<file path="src/rtl/rrt_pkg.sv">
// shared constants, types and sequence compare functions for the range tracker
// no dependencies
package rrt_pkg;

  localparam int MAX_RANGES = 16;
  localparam int IDX_W = $clog2(MAX_RANGES);
  localparam int CNT_W = $clog2(MAX_RANGES + 2);
  localparam logic [30:0] WINDOW_RESET = 31'd1048576;

  localparam logic [1:0] OP_DATA    = 2'd0;
  localparam logic [1:0] OP_CONSUME = 2'd1;
  localparam logic [1:0] OP_GAPS    = 2'd2;

  typedef struct packed {
    logic shift;
    logic load;
  } cell_ctrl_t;

  typedef struct packed {
    logic clear;
    logic el_valid;
    logic flush;
  } merge_ctrl_t;

  function automatic logic seq_lt(input logic [31:0] a, input logic [31:0] b);
    logic [31:0] d;
    d = a - b;
    return d[31];
  endfunction

  function automatic logic seq_le(input logic [31:0] a, input logic [31:0] b);
    return (a == b) || seq_lt(a, b);
  endfunction

  function automatic logic [30:0] sat_ready(input logic [31:0] s, input logic [31:0] e);
    logic [31:0] d;
    d = e - s;
    return d[31] ? 31'h7FFF_FFFF : d[30:0];
  endfunction

endpackage

</file>
<file path="src/rtl/rrt_cell.sv">
// one range cell: holds start and end, shifts from its neighbor or loads
// depends on rrt_pkg
module rrt_cell (
  input  logic               clk,
  input  logic               rst_n,
  input  rrt_pkg::cell_ctrl_t ctrl,
  input  logic [31:0]        nb_s,
  input  logic [31:0]        nb_e,
  input  logic [31:0]        ld_s,
  input  logic [31:0]        ld_e,
  output logic [31:0]        s,
  output logic [31:0]        e
);

  logic [31:0] s_r, s_nxt, e_r, e_nxt;

  always_comb begin
    s_nxt = s_r;
    e_nxt = e_r;
    if (ctrl.load) begin
      s_nxt = ld_s;
      e_nxt = ld_e;
    end else if (ctrl.shift) begin
      s_nxt = nb_s;
      e_nxt = nb_e;
    end
  end

  always_ff @(posedge clk) begin
    if (!rst_n) begin
      s_r <= '0;
      e_r <= '0;
    end else begin
      s_r <= s_nxt;
      e_r <= e_nxt;
    end
  end

  assign s = s_r;
  assign e = e_r;

endmodule

</file>
<file path="config.mk">
export PLATFORM = sky130hd
export DESIGN_NAME = rrt_cell
export DESIGN_NICKNAME = d
export VERILOG_FILES = /design/src/rtl/rrt_pkg.sv /design/src/rtl/rrt_cell.sv
export SDC_FILE = /design/constraint.sdc
export NUM_CORES = 1
export LEC_CHECK = 0
export BUFFER_PORTS_ARGS = -buffer_cell sky130_fd_sc_hd__buf_4
export CORE_UTILIZATION = 48
export CTS_BUF_LIST = sky130_fd_sc_hd__clkbuf_16
export DETAILED_ROUTE_END_ITERATION = 8
export GPL_ROUTABILITY_DRIVEN = 0
export HOLD_SLACK_MARGIN = 0.06
export PLACE_DENSITY = 0.95
export SYNTH_ARGS = -nofsm -noshare
export SYNTH_HDL_FRONTEND = slang
export SYNTH_SLANG_ARGS = --single-unit
</file>
<file path="constraint.sdc">
create_clock -name clk -period 2.35 [get_ports clk]
set_input_delay 0.47 -clock clk [delete_from_list [all_inputs] [get_ports clk]]
set_output_delay 0.47 -clock clk [all_outputs]
set_load 0.005 [all_outputs]
</file>
---- Word level (Yosys, flattened, before mapping) ----
Index checks and enable logic that the tools add are counted.
word-level totals
  output and inout port bits .............. 64
  bits in latches ......................... 0
  logic and storage cells ................. 7
  memory bits (writable) .................. 0
  bits in registers ....................... 64
  memories kept ........................... 0
  input port bits ......................... 132
  bits in read-only memories .............. 0
cells by class
  bitwise gates (word level) .............. 0
  reduce and logical (&&, ||, !) cells .... 1
  shifts and indexed selects .............. 0
  order comparisons ....................... 0
  $mul .................................... 0
  muxes and demuxes ....................... 4
  add/subtract/negate cells ............... 0
  divide/modulo/power cells ............... 0
  eq/ne operators ......................... 0
operators by type and width
  cell               count
  $mux 32            4
  $reduce_bool 2->1  1

---- Logic depth before layout (Yosys ltp) ----
  depth after elaboration ................. 2
  depth in mapped cells ................... 4
  mapped depth without buffers ............ 2

---- Worst setup path before layout ----
OpenSTA, ideal clock, no wires.
  kind .................................... input-to-reg
  from .................................... input port ctrl[1] (netlist name)
  to ...................................... register e_r[0] (netlist: e[0])
  data arrival time ....................... 1,260 ps
  required time ........................... 2,234 ps
  buffers on the path ..................... 2
  slack ................................... 974 ps
  library setup time ...................... 116 ps
  stages .................................. 4
  cells stage by stage .................... buf_6 buf_8 mux2_4 o211a_1
between the ends
  longest elaborated chain between the ends .. 1
ends and longest elaborated chain
  what                                RTL line        text
  from (decl)                         rrt_cell.sv:6   input rrt_pkg::cell_ctrl_t ctrl,
  $reduce_bool 2->1 (no source line)  n/a
  to (signal assigned)                rrt_cell.sv:35  e_r <= e_nxt;
  to (decl)                           rrt_cell.sv:15  logic [31:0] s_r, s_nxt, e_r, e_nxt;
Every way passes these cells.
A chain may end at the register's enable or synchronous reset.

---- Worst setup path after layout ----
  from .................................... input port ctrl[0] (netlist name)
  to ...................................... register s_r[18] (netlist: s[18])
between the ends
  longest elaborated chain between the ends .. 1
  elaborated cells between the ends (all ways) .. 2
  those cells by class .................... mux (1); reduce/logical (1)
ends and longest elaborated chain
  what                                                 RTL line        text
  $mux 32 / $reduce_bool 2->1 (equally long branches)  n/a
  to (signal assigned)                                 rrt_cell.sv:34  s_r <= s_nxt;
  to (decl)                                            rrt_cell.sv:15
Several ways; a longest one is shown, not always the timed one.

==> out/results.ini <==
[power]
p_comb_share_pct=21.0
p_int_mw=2.55
clkPwrFrac_pct=41.7
ir_drop_v=0.000381
p_switching_mw=0.714
seq_power_share_pct=37.3
powerDensity_nw_per_um2=617
netSwitchingFraction_pct=21.9
leakage_nw=3.06

[placed_design]
hpwl_um=6530
dpl_worst_slack_ns=0.759
port_buffers=195
place_area_um2=4980

[layout]
num-nets-final=599
diodes=0
final_cell_area_um2=5280
nFillCells=481
multi_input_area_um2=2030
drive_above_1_share_pct=58.6
synthToLayoutAreaGrowth_pct=50.9
ff_latch_area_um2=1280
post-route-util_pct=76.5

[job]
maxCapViolations=0

[route]
dr.first_iter.drc_count=57
routed_via_density=5.19
vias=2942
dr.pass1.iters=6
wirelength_um=9110
wl_per_cell_um=16.1
drc_errors=0
drtAntennaViolNets=0

[setup_path]
worst_setup_path_end_kind=flop
crit_type=input port to flop
path_max_fanout=40
crit_required_ns=2.55
crit_arrival_ns=1.48
cp-start-kind=input port

[sta]
rsz0062_at_grt=false
final.setup_skew_ns=0
final.min_clock_period_ns=1.28
period_share_pct=54.3
max_freq_mhz=784
relSlewSlack_pct=56.9
final-hold-violation-count=0
drv_slew=0
worst_pin_slew_ns=0.647
setup_viol=0
finalSetupTns_ns=0
setup_ws_ns=1.07

[yosys]
synth-main-ff-cell=dfxtp_1
synth_edf_count=0
synth-async-reset-ratio_pct=0
yosysWarningCount=0
synthTopCellsByArea=dfxtp_1 (37%), mux2_4 (26%), o211a_1 (18%)
synth_top_area_share_pct=36.6
yosysTopAreaCell=dfxtp_1
synth_seq_area_share_pct=36.6
synth_cell_types=12
synth_seq_cells=64
syn-mean-instance-area_um2=12.3
syn_inst=284
synth_nets=416
synthTopCellsByCount=dfxtp_1 (64), o211a_1 (64), mux2_4 (60)
synthesis.area_um2=3500

[global_route]
grt_pass1_wl_um=13500
gr-total-overflow=0
grt_pass1_vias=2945
grt_max_degree=65
track_usage_pct=23.1
antenna_found_initial=0

[die]
core_um2=6910
ioPinCount=196
die-area_um2=7640
die_h_um=87.4
start_util_pct=50.7
rows=30
fp.dieW_um=87.4

[hold_path]
hp-class=input port to flop

[clocking]
clock_latency_ns=0.32
cts_hold_buf=0
post_cts_buffers=0
cts-root-buf=clkbuf_16
cts_tree=built
ctsLongestPathBuffers=2
clkTransAtPathRegs_ns=0.05
cts_buffers=9
cts.sinks=64
cts_resized=0
htree_levels=3

[run_status]
status=complete, no violations

## layout by cell type, fill, tap and decap left out, drive strengths merged
master	instances
buf	200
o211a	64
dfxtp	64
inv	1
clkbuf	9
bufinv	2
nand2b	31
or2b	33
clkinv	3
mux2	64
## worst max-delay path, cell delays in order
cell	delay (ns)
buf_4	0.36
buf_12	0.24
or2b_1	0.25
o211a_1	0.14
## power groups by stage
| stage | combinational (mW) | sequential [mW] | clock (mW) |
|---|---|---|---|
| 6_report | 0.684 | 1.22 | 1.36 |
| 4_1_cts | 0.689 | 1.22 | 1.38 |
| 3_5_place_dp | 0.685 | 1.24 | 0 |
| 3_3_place_gp | 0.661 | 1.23 | 0 |
| 2_1_floorplan | 0.348 | 1.24 | 0 |
| 5_1_grt | 0.731 | 1.23 | 1.43 |
## state kept, by name, summed over array words and instances, names as in the netlist
signal  count
e          32
s          32
## stage by stage
stage / power [mW] / std cells / hold WS [ns]
2_1_floorplan: 1.59 / 284 / 0.603
3_3_place_gp: 1.89 / 552 / 0.587
3_5_place_dp: 1.92 / 552 / 0.597
4_1_cts: 3.29 / 567 / 0.455
5_1_grt: 3.39 / 567 / 0.461
6_report: 3.26 / 567 / 0.462
## layer usage
layer,global-route usage [%],vias to the layer above,share of wire [%]
li1,-,1389,-
met1,24.7,1404,37
met2,42.8,128,53
met3,5.31,21,6.9
met4,10.6,0,2.7
met5,0,-,0
## layout make-up
cell class / count / area share, %
Tap cell: 96 / 2.27
Clock buffer: 9 / 4.26
Timing Repair Buffer: 200 / 29.4
Multi-Input combinational cell: 192 / 38.4
Sequential cell: 64 / 24.3
Clock inverter: 6 / 1.44
## cell families after synthesis
kind of cell,Yosys count,synth area share [%]
flops,64,36.6
mux,64,27.0
simple gates,64,12.6
compound gates,64,18.3
buf+inv,28,5.43
## final timing paths
check / startpoint / depth (start not counted) / slack, ns / endpoint
max: ctrl[0] / 4 / 1.07 / s[18]$_SDFFE_PN0P_
min: ld_s[8] / 3 / 0.46 / s[8]$_SDFFE_PN0P_
max reg2reg: e[13]$_SDFFE_PN0P_ / 2 / 1.43 / e[13]$_SDFFE_PN0P_
min reg2reg: e[15]$_SDFFE_PN0P_ / 2 / 0.61 / e[15]$_SDFFE_PN0P_
No activity file was read; power rests on OpenSTA's default activity.
