**src/rtl/rrt_pkg.sv**
```systemverilog
// shared constants, types and sequence compare functions for the range tracker
// no dependencies
package rrt_pkg;

  localparam int MAX_RANGES = 16;
  localparam int IDX_W = $clog2(MAX_RANGES);
  localparam int CNT_W = $clog2(MAX_RANGES + 2);
  localparam logic [30:0] WINDOW_RESET = 31'd1048576;

  localparam logic [1:0] OP_DATA    = 2'd0;
  localparam logic [1:0] OP_CONSUME = 2'd1;
  localparam logic [1:0] OP_GAPS    = 2'd2;

  typedef struct packed {
    logic shift;
    logic load;
  } cell_ctrl_t;

  typedef struct packed {
    logic clear;
    logic el_valid;
    logic flush;
  } merge_ctrl_t;

  function automatic logic seq_lt(input logic [31:0] a, input logic [31:0] b);
    logic [31:0] d;
    d = a - b;
    return d[31];
  endfunction

  function automatic logic seq_le(input logic [31:0] a, input logic [31:0] b);
    return (a == b) || seq_lt(a, b);
  endfunction

  function automatic logic [30:0] sat_ready(input logic [31:0] s, input logic [31:0] e);
    logic [31:0] d;
    d = e - s;
    return d[31] ? 31'h7FFF_FFFF : d[30:0];
  endfunction

endpackage

```
**src/rtl/rrt_merge.sv**
```systemverilog
// merge accumulator: folds a sorted stream of ranges, pushes merged ranges
// depends on rrt_pkg
module rrt_merge (
  input  logic                      clk,
  input  logic                      rst_n,
  input  rrt_pkg::merge_ctrl_t      ctrl,
  input  logic [31:0]               el_s,
  input  logic [31:0]               el_e,
  output logic                      push_valid,
  output logic [31:0]               push_s,
  output logic [31:0]               push_e,
  output logic [rrt_pkg::CNT_W-1:0] count
);

  logic                      acc_v_r, acc_v_nxt;
  logic [31:0]               acc_s_r, acc_s_nxt, acc_e_r, acc_e_nxt;
  logic [rrt_pkg::CNT_W-1:0] cnt_r, cnt_nxt;

  always_comb begin
    acc_v_nxt  = acc_v_r;
    acc_s_nxt  = acc_s_r;
    acc_e_nxt  = acc_e_r;
    cnt_nxt    = cnt_r;
    push_valid = 1'b0;
    if (ctrl.clear) begin
      acc_v_nxt = 1'b0;
      cnt_nxt   = '0;
    end else if (ctrl.flush) begin
      push_valid = acc_v_r;
      acc_v_nxt  = 1'b0;
    end else if (ctrl.el_valid) begin
      if (acc_v_r && rrt_pkg::seq_le(el_s, acc_e_r)) begin
        if (!rrt_pkg::seq_lt(el_e, acc_e_r)) acc_e_nxt = el_e;
      end else begin
        push_valid = acc_v_r;
        acc_v_nxt  = 1'b1;
        acc_s_nxt  = el_s;
        acc_e_nxt  = el_e;
        cnt_nxt    = cnt_r + 1'b1;
      end
    end
  end

  always_ff @(posedge clk) begin
    if (!rst_n) begin
      acc_v_r <= 1'b0;
      cnt_r   <= '0;
    end else begin
      acc_v_r <= acc_v_nxt;
      cnt_r   <= cnt_nxt;
    end
  end

  always_ff @(posedge clk) begin
    acc_s_r <= acc_s_nxt;
    acc_e_r <= acc_e_nxt;
  end

  assign push_s = acc_s_r;
  assign push_e = acc_e_r;
  assign count  = cnt_r;

endmodule

```
**config.mk**
```make
export PLATFORM = sky130hd
export DESIGN_NAME = rrt_merge
export DESIGN_NICKNAME = d
export VERILOG_FILES = /design/src/rtl/rrt_pkg.sv /design/src/rtl/rrt_merge.sv
export SDC_FILE = /design/constraint.sdc
export NUM_CORES = 1
export LEC_CHECK = 0
export BUFFER_PORTS_ARGS = -buffer_cell sky130_fd_sc_hd__buf_4
export CORE_MARGIN = 5
export CORE_UTILIZATION = 26
export DETAILED_ROUTE_END_ITERATION = 10
export PLACE_DENSITY = 0.58
export SYNTH_ARGS = -nofsm -noshare
export SYNTH_HDL_FRONTEND = slang
export SYNTH_SLANG_ARGS = --single-unit
```
**constraint.sdc**
```tcl
create_clock -name clk -period 6.7 [get_ports clk]
set_input_delay 1.34 -clock clk [delete_from_list [all_inputs] [get_ports clk]]
set_output_delay 1.34 -clock clk [all_outputs]
set_load 0.005 [all_outputs]
```
Yosys cells after proc, flatten, opt, wreduce, memory -nomap -nowiden
Index checks and enable logic that the tools add are counted.

Input bits: 69. Output and inout port bits: 70. Register bits: 70. Logic and storage cells: 27.

Reduce and logical (&&, ||, !) cells: 8. Bitwise gates (word level): 4. $add $sub $neg: 3. Eq/ne operators: 2. Muxes and demuxes: 6.

Operator list (number): $mux W32 (2); $sub A32 B32 Y32 (2); $eq A32 B32 Y1 (1); $reduce_and A4 Y1 (2); $add A5 B1 Y5 const B (1); $mux W1 (4); $not A1 Y1 (4); $reduce_and A3 Y1 (1); $reduce_or A3 Y1 (1); $ne A2 B2 Y1 const B (1); $reduce_and A2 Y1 (1); $reduce_or A2 Y1 (1); $logic_and A1 B1 Y1 (1); $logic_or A1 B1 Y1 (1).

Depth between registers and ports, before layout
Gate-level depths: netlist of run 1.

Depth in word-level cells: 7. Gate-level depth with buffers: 9. Mapped depth without buffers: 9.

Least setup slack after synthesis of run 1
No wires, ideal clock.

Kind: in2reg. Start: input port el_s[18]. End: register acc_s_r[0], in the netlist push_s[0], enable pin. Buffers on the path: 0. Arrival: 5.066 ns. Library setup time: 0.461 ns. Setup slack: 1.173 ns. Stages: 7. Data required time: 6.239 ns. Cells stage by stage: ha_1 > a21oi_2 > o21ai_1 > a221o_1 > or3_4 > o2111a_2 > nor3_1.

Cells in the longest elaborated chain, start to end: 5. Elaborated cells between the ends (all ways): 6. Classes of those cells: add/sub (1); eq/ne (1); bitwise (1); reduce/logical (3).

RTL lines: start: declaration (RTL line rrt_merge.sv:7) `input logic [31:0] el_s,`; $sub A32 B32 Y32 / $eq A32 B32 Y1 (equally long branches) (RTL line rrt_pkg.sv:27, rrt_pkg.sv:32); $logic_or A1 B1 Y1 (*) (RTL line rrt_pkg.sv:32) `return (a == b) || seq_lt(a, b);`; $logic_and A1 B1 Y1 (*) (RTL line rrt_merge.sv:32) `if (acc_v_r && rrt_pkg::seq_le(el_s, acc_e_r)) begin`; $not A1 Y1 (no line) (*); $reduce_and A4 Y1 (no line) (*); end signal: assignment (RTL line rrt_merge.sv:55) `acc_s_r <= acc_s_nxt;`; end: declaration (RTL line rrt_merge.sv:16) `logic [31:0] acc_s_r, acc_s_nxt, acc_e_r, acc_e_nxt;`.

Mark *: on every way between the ends. The rest lies on a longest branch, timed or not. A chain may end at the register's enable or synchronous reset.

Worst setup path after layout of run 1
Start: input port el_s[18]. End: output port push_valid.

Cells in the longest elaborated chain, start to end: 7. Elaborated cells between the ends (all ways): 8. Classes of those cells: add/sub (1); eq/ne (1); mux (4); reduce/logical (2).

RTL lines: $sub A32 B32 Y32 / $eq A32 B32 Y1 (equally long branches) (RTL line rrt_pkg.sv:27, rrt_pkg.sv:32); $logic_or A1 B1 Y1 (*) (RTL line rrt_pkg.sv:32); $logic_and A1 B1 Y1 (*) (RTL line rrt_merge.sv:32); $mux W1 (*) (RTL line rrt_merge.sv:32); $mux W1 (*) (RTL line rrt_merge.sv:31) `end else if (ctrl.el_valid) begin`; $mux W1 (*) (RTL line rrt_merge.sv:28) `end else if (ctrl.flush) begin`; $mux W1 (*) (RTL line rrt_merge.sv:25) `if (ctrl.clear) begin`; end: declaration (RTL line rrt_merge.sv:9) `output logic push_valid,`.

Marks and branches as above.

==> results.json, run 1 <==
{
  "slowest_delay_ns": 0.39,
  "synthTopCellsByArea": "edfxtp_1 (52%), ha_1 (21%), inv_1 (3.3%)",
  "worstPathCellList": "buf_4 -> ha_1 -> a21oi_2 -> o21ai_1 -> a221o_1 -> or3_4 -> o211ai_1 -> a21oi_1 -> nor3b_1 -> buf_4",
  "yosysTopAreaCell": "edfxtp_1",
  "cp-start-kind": "primary input",
  "max_cap_viol_count": 0,
  "max-vdd-ir-drop_v": 0.0000829,
  "rows": 43,
  "postCtsResizedCells": 0,
  "syn_area_per_cell_sq_um": 12.7,
  "slew_violations": 0,
  "routed_wl_mm": 9.95,
  "crit_required_ns": 5.36,
  "core_sq_mm": 0.0140,
  "io_buffers": 138,
  "grt_overflow": 0,
  "clk_pin_slew_ns": 0.05,
  "crit_slowest_cell": "a221o_1",
  "via_per_inst": 4.62,
  "hp-class": "flip-flop to flip-flop",
  "seq_area_frac_synth": 0.548,
  "place_area_sq_mm": 0.00503,
  "netlist_area_sq_mm": 0.00373,
  "hold_depth": 2,
  "clock_skew_ns": 0.00680,
  "crit_top_cell": "buf_4",
  "reg2regPathDepth": 10,
  "rsz0062_at_grt": "false",
  "p_leak_nw": 2.37,
  "remaining_drc_errors": 0,
  "crit_family": "compound AO/OA/AOI/OAI gates",
  "path_class": "primary input to output port",
  "clock_latency_ns": 0.34,
  "yosysTopAreaCellShare": 0.515,
  "dr_total_vias": 2909,
  "synthToLayoutAreaGrowth_pct": 41.7,
  "r2r-end": "push_e[14]",
  "powerDensity_mw_per_mm2": 198,
  "met2_usage": 0.194,
  "ys_ff_latch": 70,
  "tightest_slew_ns": 0.604,
  "min-delay-start": "count[4]",
  "synthTopCellsByCount": "edfxtp_1 (64), ha_1 (62), inv_1 (33), a21oi_1 (23)",
  "final_nets": 577,
  "r2r-start": "push_e[14]",
  "ys_types": 42,
  "first_pass_iters": 4,
  "timing.slew.headroom": 0.594,
  "postCtsSetupBuffers": 0,
  "place.gp.congestion": 0.849,
  "num_antenna_cells": 0,
  "cts_max_level": 3,
  "setup_viol": 0,
  "cp-startpoint": "el_s[18]",
  "whs_endpoint": "count[4]",
  "max_freq_mhz": 206,
  "cts_sinks": 70,
  "die_w_um": 130,
  "crit_fanout": 3,
  "hpwl_mm": 8.36,
  "tns_ns": 0,
  "gr-usage-met1": 0.136,
  "syn-num-nets": 425,
  "wire_per_inst_um": 15.8,
  "cts_tree": "built",
  "synthArstFlopShare": 0,
  "die_area_sq_mm": 0.0168,
  "synth_ff_type": "edfxtp_1",
  "min_period_ns": 4.86,
  "synth-edff-count": 64,
  "final_area_sq_mm": 0.00528,
  "grt_pass1_vias": 2904,
  "final_layout_size_suffix_gt1_frac": 0.349,
  "hold_viol": 0,
  "status": "finished, final reports clean",
  "post-route-period-util": 0.725,
  "grt_max_degree": 20,
  "met3_usage": 0.0426,
  "ant_nets": 0,
  "io_pins": 139,
  "grt_pass1_wl_mm": 14.8,
  "ys_warn_count": 0,
  "synth.most_common_cell": "edfxtp_1",
  "cts_max_path_buffers": 2,
  "syn_inst": 294,
  "path_buf_inv": 2,
  "cts_buffers": 9,
  "worstPathArrival_ns": 3.52,
  "ctsHoldBuffers": 0,
  "die_h_um": 130,
  "endpoint_kind": "output port",
  "busiest_layer": "met2",
  "drt_iter0_drc": 109,
  "r2r_slack_ns": 3.31,
  "grt_usage": 0.117,
  "cts_root_buffer": "clkbuf_16",
  "grt_antenna_before_repair": 0,
  "initial_utilization": 0.267
}
-- kinds of logic after synthesis --
| kind of cell | count (synthesis) | share of synthesized area |
|---|---|---|
| flops | 70 | 0.548 |
| compound gates | 64 | 0.112 |
| fa+ha+maj | 62 | 0.208 |
| simple gates | 61 | 0.0889 |
| buf+inv | 33 | 0.0332 |
| xor+xnor | 2 | 0.00470 |
| mux | 2 | 0.00537 |
-- sequential cells by signal, indices dropped and copies added (netlist names) --
name     count
push_s      32
push_e      32
count        5
acc_v_r      1
-- power by group --
group / total (mW) / internal [mW] / leakage, nW / switching [mW]
Sequential: 0.497 / 0.492 / 0.636 / 0.00502
Combinational: 0.136 / 0.0698 / 1.61 / 0.0657
Clock: 0.412 / 0.247 / 0.123 / 0.165
-- how the worst max path moves through the flow --
stage	cells past startpoint	slack, ns	end
2_1_floorplan	7	1.17	push_s[0]
6_report	10	1.84	push_valid
3_5_place_dp	10	1.82	push_valid
3_3_place_gp	10	1.86	push_valid
4_1_cts	10	1.82	push_valid
5_1_grt	10	1.61	push_valid
-- layout by cell type, fill, tap and decap left out, types with 2 or more instances in the layout --
| cell type | n |
|---|---|
| a21o_1 | 9 |
| a21oi_1 | 23 |
| buf_4 | 141 |
| clkbuf_1 | 4 |
| clkbuf_16 | 9 |
| clkinv_2 | 2 |
| dfxtp_1 | 6 |
| edfxtp_1 | 64 |
| ha_1 | 62 |
| inv_1 | 33 |
| mux2i_1 | 2 |
| nand2_1 | 13 |
| nand2b_1 | 4 |
| nand3_1 | 6 |
| nand4_1 | 13 |
| nor2_1 | 7 |
| nor2b_1 | 4 |
| nor3_1 | 4 |
| nor4_1 | 2 |
| o211ai_1 | 3 |
| o21a_1 | 3 |
| o21ai_0 | 9 |
| or3_1 | 2 |
-- metal layers --
layer  part of all wire  vias up
met5                  0        -
met4              0.020        0
met3              0.095       14
met2               0.47      117
met1               0.41     1343
li1                   -     1435
-- area by class of cell --
cell class / count / area (sq um)
Multi-Input combinational cell: 191 / 1580
Sequential cell: 70 / 2040
Clock inverter: 2 / 10.0
Tap cell: 180 / 225
Inverter: 33 / 124
Timing Repair Buffer: 141 / 1060
Clock buffer: 13 / 240
Fill cell: 1394 / 8710
-- per-stage QoR --
step,total power [mW],setup WS [ns],cells,hold WS [ns],utilization
2_1_floorplan,0.564,1.17,294,0.459,-
3_3_place_gp,0.640,1.86,615,0.462,0.360
3_5_place_dp,0.643,1.82,615,0.478,0.360
4_1_cts,1.06,1.82,630,0.484,0.378
5_1_grt,1.09,1.61,630,0.497,0.378
6_report,1.04,1.84,630,0.483,0.378
-- tightest hold or removal path, stage by stage, from the launching register on --
cell,delay (ns)
dfxtp_1,0.32
nand2_1,0.06
mux2i_1,0.05
No activity file was read; power rests on OpenSTA's default activity.
==> run 2: changes to the inputs <==
PLACE_DENSITY = 0.59   (was 0.58)
clock period = 4.4 ns   (was 6.7 ns; I/O delays follow)
==> results.json, run 2 (same netlist as run 1, synthesis figures left out) <==
{
  "slew_violations": 0,
  "cts_tree": "built",
  "die_h_um": 130,
  "min_period_ns": 3.91,
  "powerDensity_mw_per_mm2": 300,
  "crit_top_cell": "buf_4",
  "pwr-share-comb": 0.132,
  "synthToLayoutAreaGrowth_pct": 42.0,
  "drt_iter0_drc": 73,
  "via_per_inst": 4.63,
  "hpwl_mm": 8.27,
  "timing.slew.headroom": 0.598,
  "tightest_slew_ns": 0.598,
  "cts_sinks": 70,
  "dp_cells": 616,
  "initial_utilization": 0.267,
  "post-route-period-util": 0.889,
  "max_cap_viol_count": 0,
  "crit_fanout": 3,
  "rsz0062_at_grt": "false",
  "ant_nets": 0,
  "max-vdd-ir-drop_v": 0.000126,
  "status": "finished, final reports clean",
  "grt_pass1_vias": 2930,
  "crit_required_ns": 3.52,
  "hp-class": "flip-flop to flip-flop",
  "worstPathArrival_ns": 3.03,
  "ctsHoldBuffers": 0,
  "max_freq_mhz": 256,
  "first_pass_iters": 4,
  "layout_common_cells": "buf_4 (142), edfxtp_1 (64), ha_1 (62)",
  "wire_per_inst_um": 16.0,
  "grt_overflow": 0,
  "cts_max_path_buffers": 2,
  "p_clk_frac": 0.392,
  "die_w_um": 130,
  "path_class": "primary input to output port",
  "setup_viol": 0,
  "cts_root_buffer": "clkbuf_16",
  "final_layout_size_suffix_gt1_frac": 0.348,
  "clock_latency_ns": 0.34,
  "layout_commonest_cell": "buf_4",
  "sw_frac_of_total": 0.226,
  "grt_usage": 0.118,
  "grt_max_degree": 20,
  "postCtsSetupBuffers": 0,
  "rows": 43,
  "grt_antenna_before_repair": 0,
  "io_buffers": 138,
  "seqPwrFrac": 0.476,
  "endpoint_kind": "output port",
  "power.switching_mw": 0.359,
  "slowest_delay_ns": 0.59,
  "hold_viol": 0,
  "clock_skew_ns": 0.00693,
  "die_area_sq_mm": 0.0168,
  "io_pins": 139,
  "routed_wl_mm": 10.1,
  "postCtsResizedCells": 0,
  "worstPathCellList": "buf_4 -> ha_1 -> nand4_1 -> nor4_1 -> a21boi_0 -> o21ai_0 -> o211ai_1 -> a21oi_1 -> nor3b_1 -> buf_4",
  "crit_slowest_cell": "nor4_1",
  "final_nets": 578,
  "clk_pin_slew_ns": 0.05,
  "cp-start-kind": "primary input",
  "tns_ns": 0,
  "place.gp.congestion": 0.836,
  "core_sq_mm": 0.0140,
  "p_leak_nw": 2.37,
  "cts_max_level": 3,
  "fin_cells": 631,
  "cts_buffers": 9,
  "remaining_drc_errors": 0,
  "internal_power_mw": 1.23,
  "num_antenna_cells": 0,
  "grt_pass1_wl_mm": 14.8,
  "dr_total_vias": 2923
}
[run 2: cell types whose count changed in the layout (fill, tap and decap cells not counted)]
cell | previous run | this run
clkinv_2 | 2 | 1
clkbuf_1 | 4 | 3
nor3_2 | 1 | 0
buf_4 | 141 | 142
clkinv_1 | 0 | 2
nor3_4 | 0 | 1
[run 2: power groups by stage]
stage / registers, mW / clock network [mW] / logic (mW)
2_1_floorplan: 0.771 / 0 / 0.0881
3_3_place_gp: 0.769 / 0 / 0.206
3_5_place_dp: 0.770 / 0 / 0.212
4_1_cts: 0.756 / 0.655 / 0.213
5_1_grt: 0.757 / 0.675 / 0.235
6_report: 0.756 / 0.623 / 0.209
[run 2: final timing paths]
path | from | to | slack [ns] | depth (start not counted)
max | el_s[26] | push_valid | 0.49 | 10
min | count[4] | count[4] | 0.48 | 2
max reg2reg | push_e[14] | push_e[13] | 1.35 | 10
min reg2reg | count[4] | count[4] | 0.48 | 2
[run 2: per-stage QoR]
stage | hold slack [ns] | setup WS (ns) | total power [mW] | cell area (sq um) | utilization
2_1_floorplan | 0.459 | 0.315 | 0.859 | 3740 | -
6_report | 0.483 | 0.490 | 1.59 | 5300 | 0.379
5_1_grt | 0.527 | 0.236 | 1.67 | 5300 | 0.379
3_5_place_dp | 0.483 | 0.427 | 0.981 | 5050 | 0.361
3_3_place_gp | 0.461 | 0.481 | 0.975 | 5050 | 0.361
4_1_cts | 0.492 | 0.426 | 1.62 | 5300 | 0.379
[run 2: area by class of cell]
type,count,area (sq um)
Fill cell,1400,8690
Sequential cell,70,2040
Multi-Input combinational cell,191,1590
Timing Repair Buffer,142,1070
Clock buffer,12,236
Tap cell,180,225
Inverter,33,124
Clock inverter,3,12.5
[run 2: worst max-delay path: cells and delay by family]
family	cells	cell delay, ns
adder cells (fa/ha/maj)	1	0.31
AO/OA/AOI/OAI	4	0.72
AND/OR/NAND/NOR	3	0.85
buffers and inverters	2	0.25
[run 2: metal layers]
metal / GRT usage / wire [um]
met5: 0 / 0
met4: 0.0501 / 196
met3: 0.0405 / 902
met2: 0.201 / 4810
met1: 0.135 / 4170
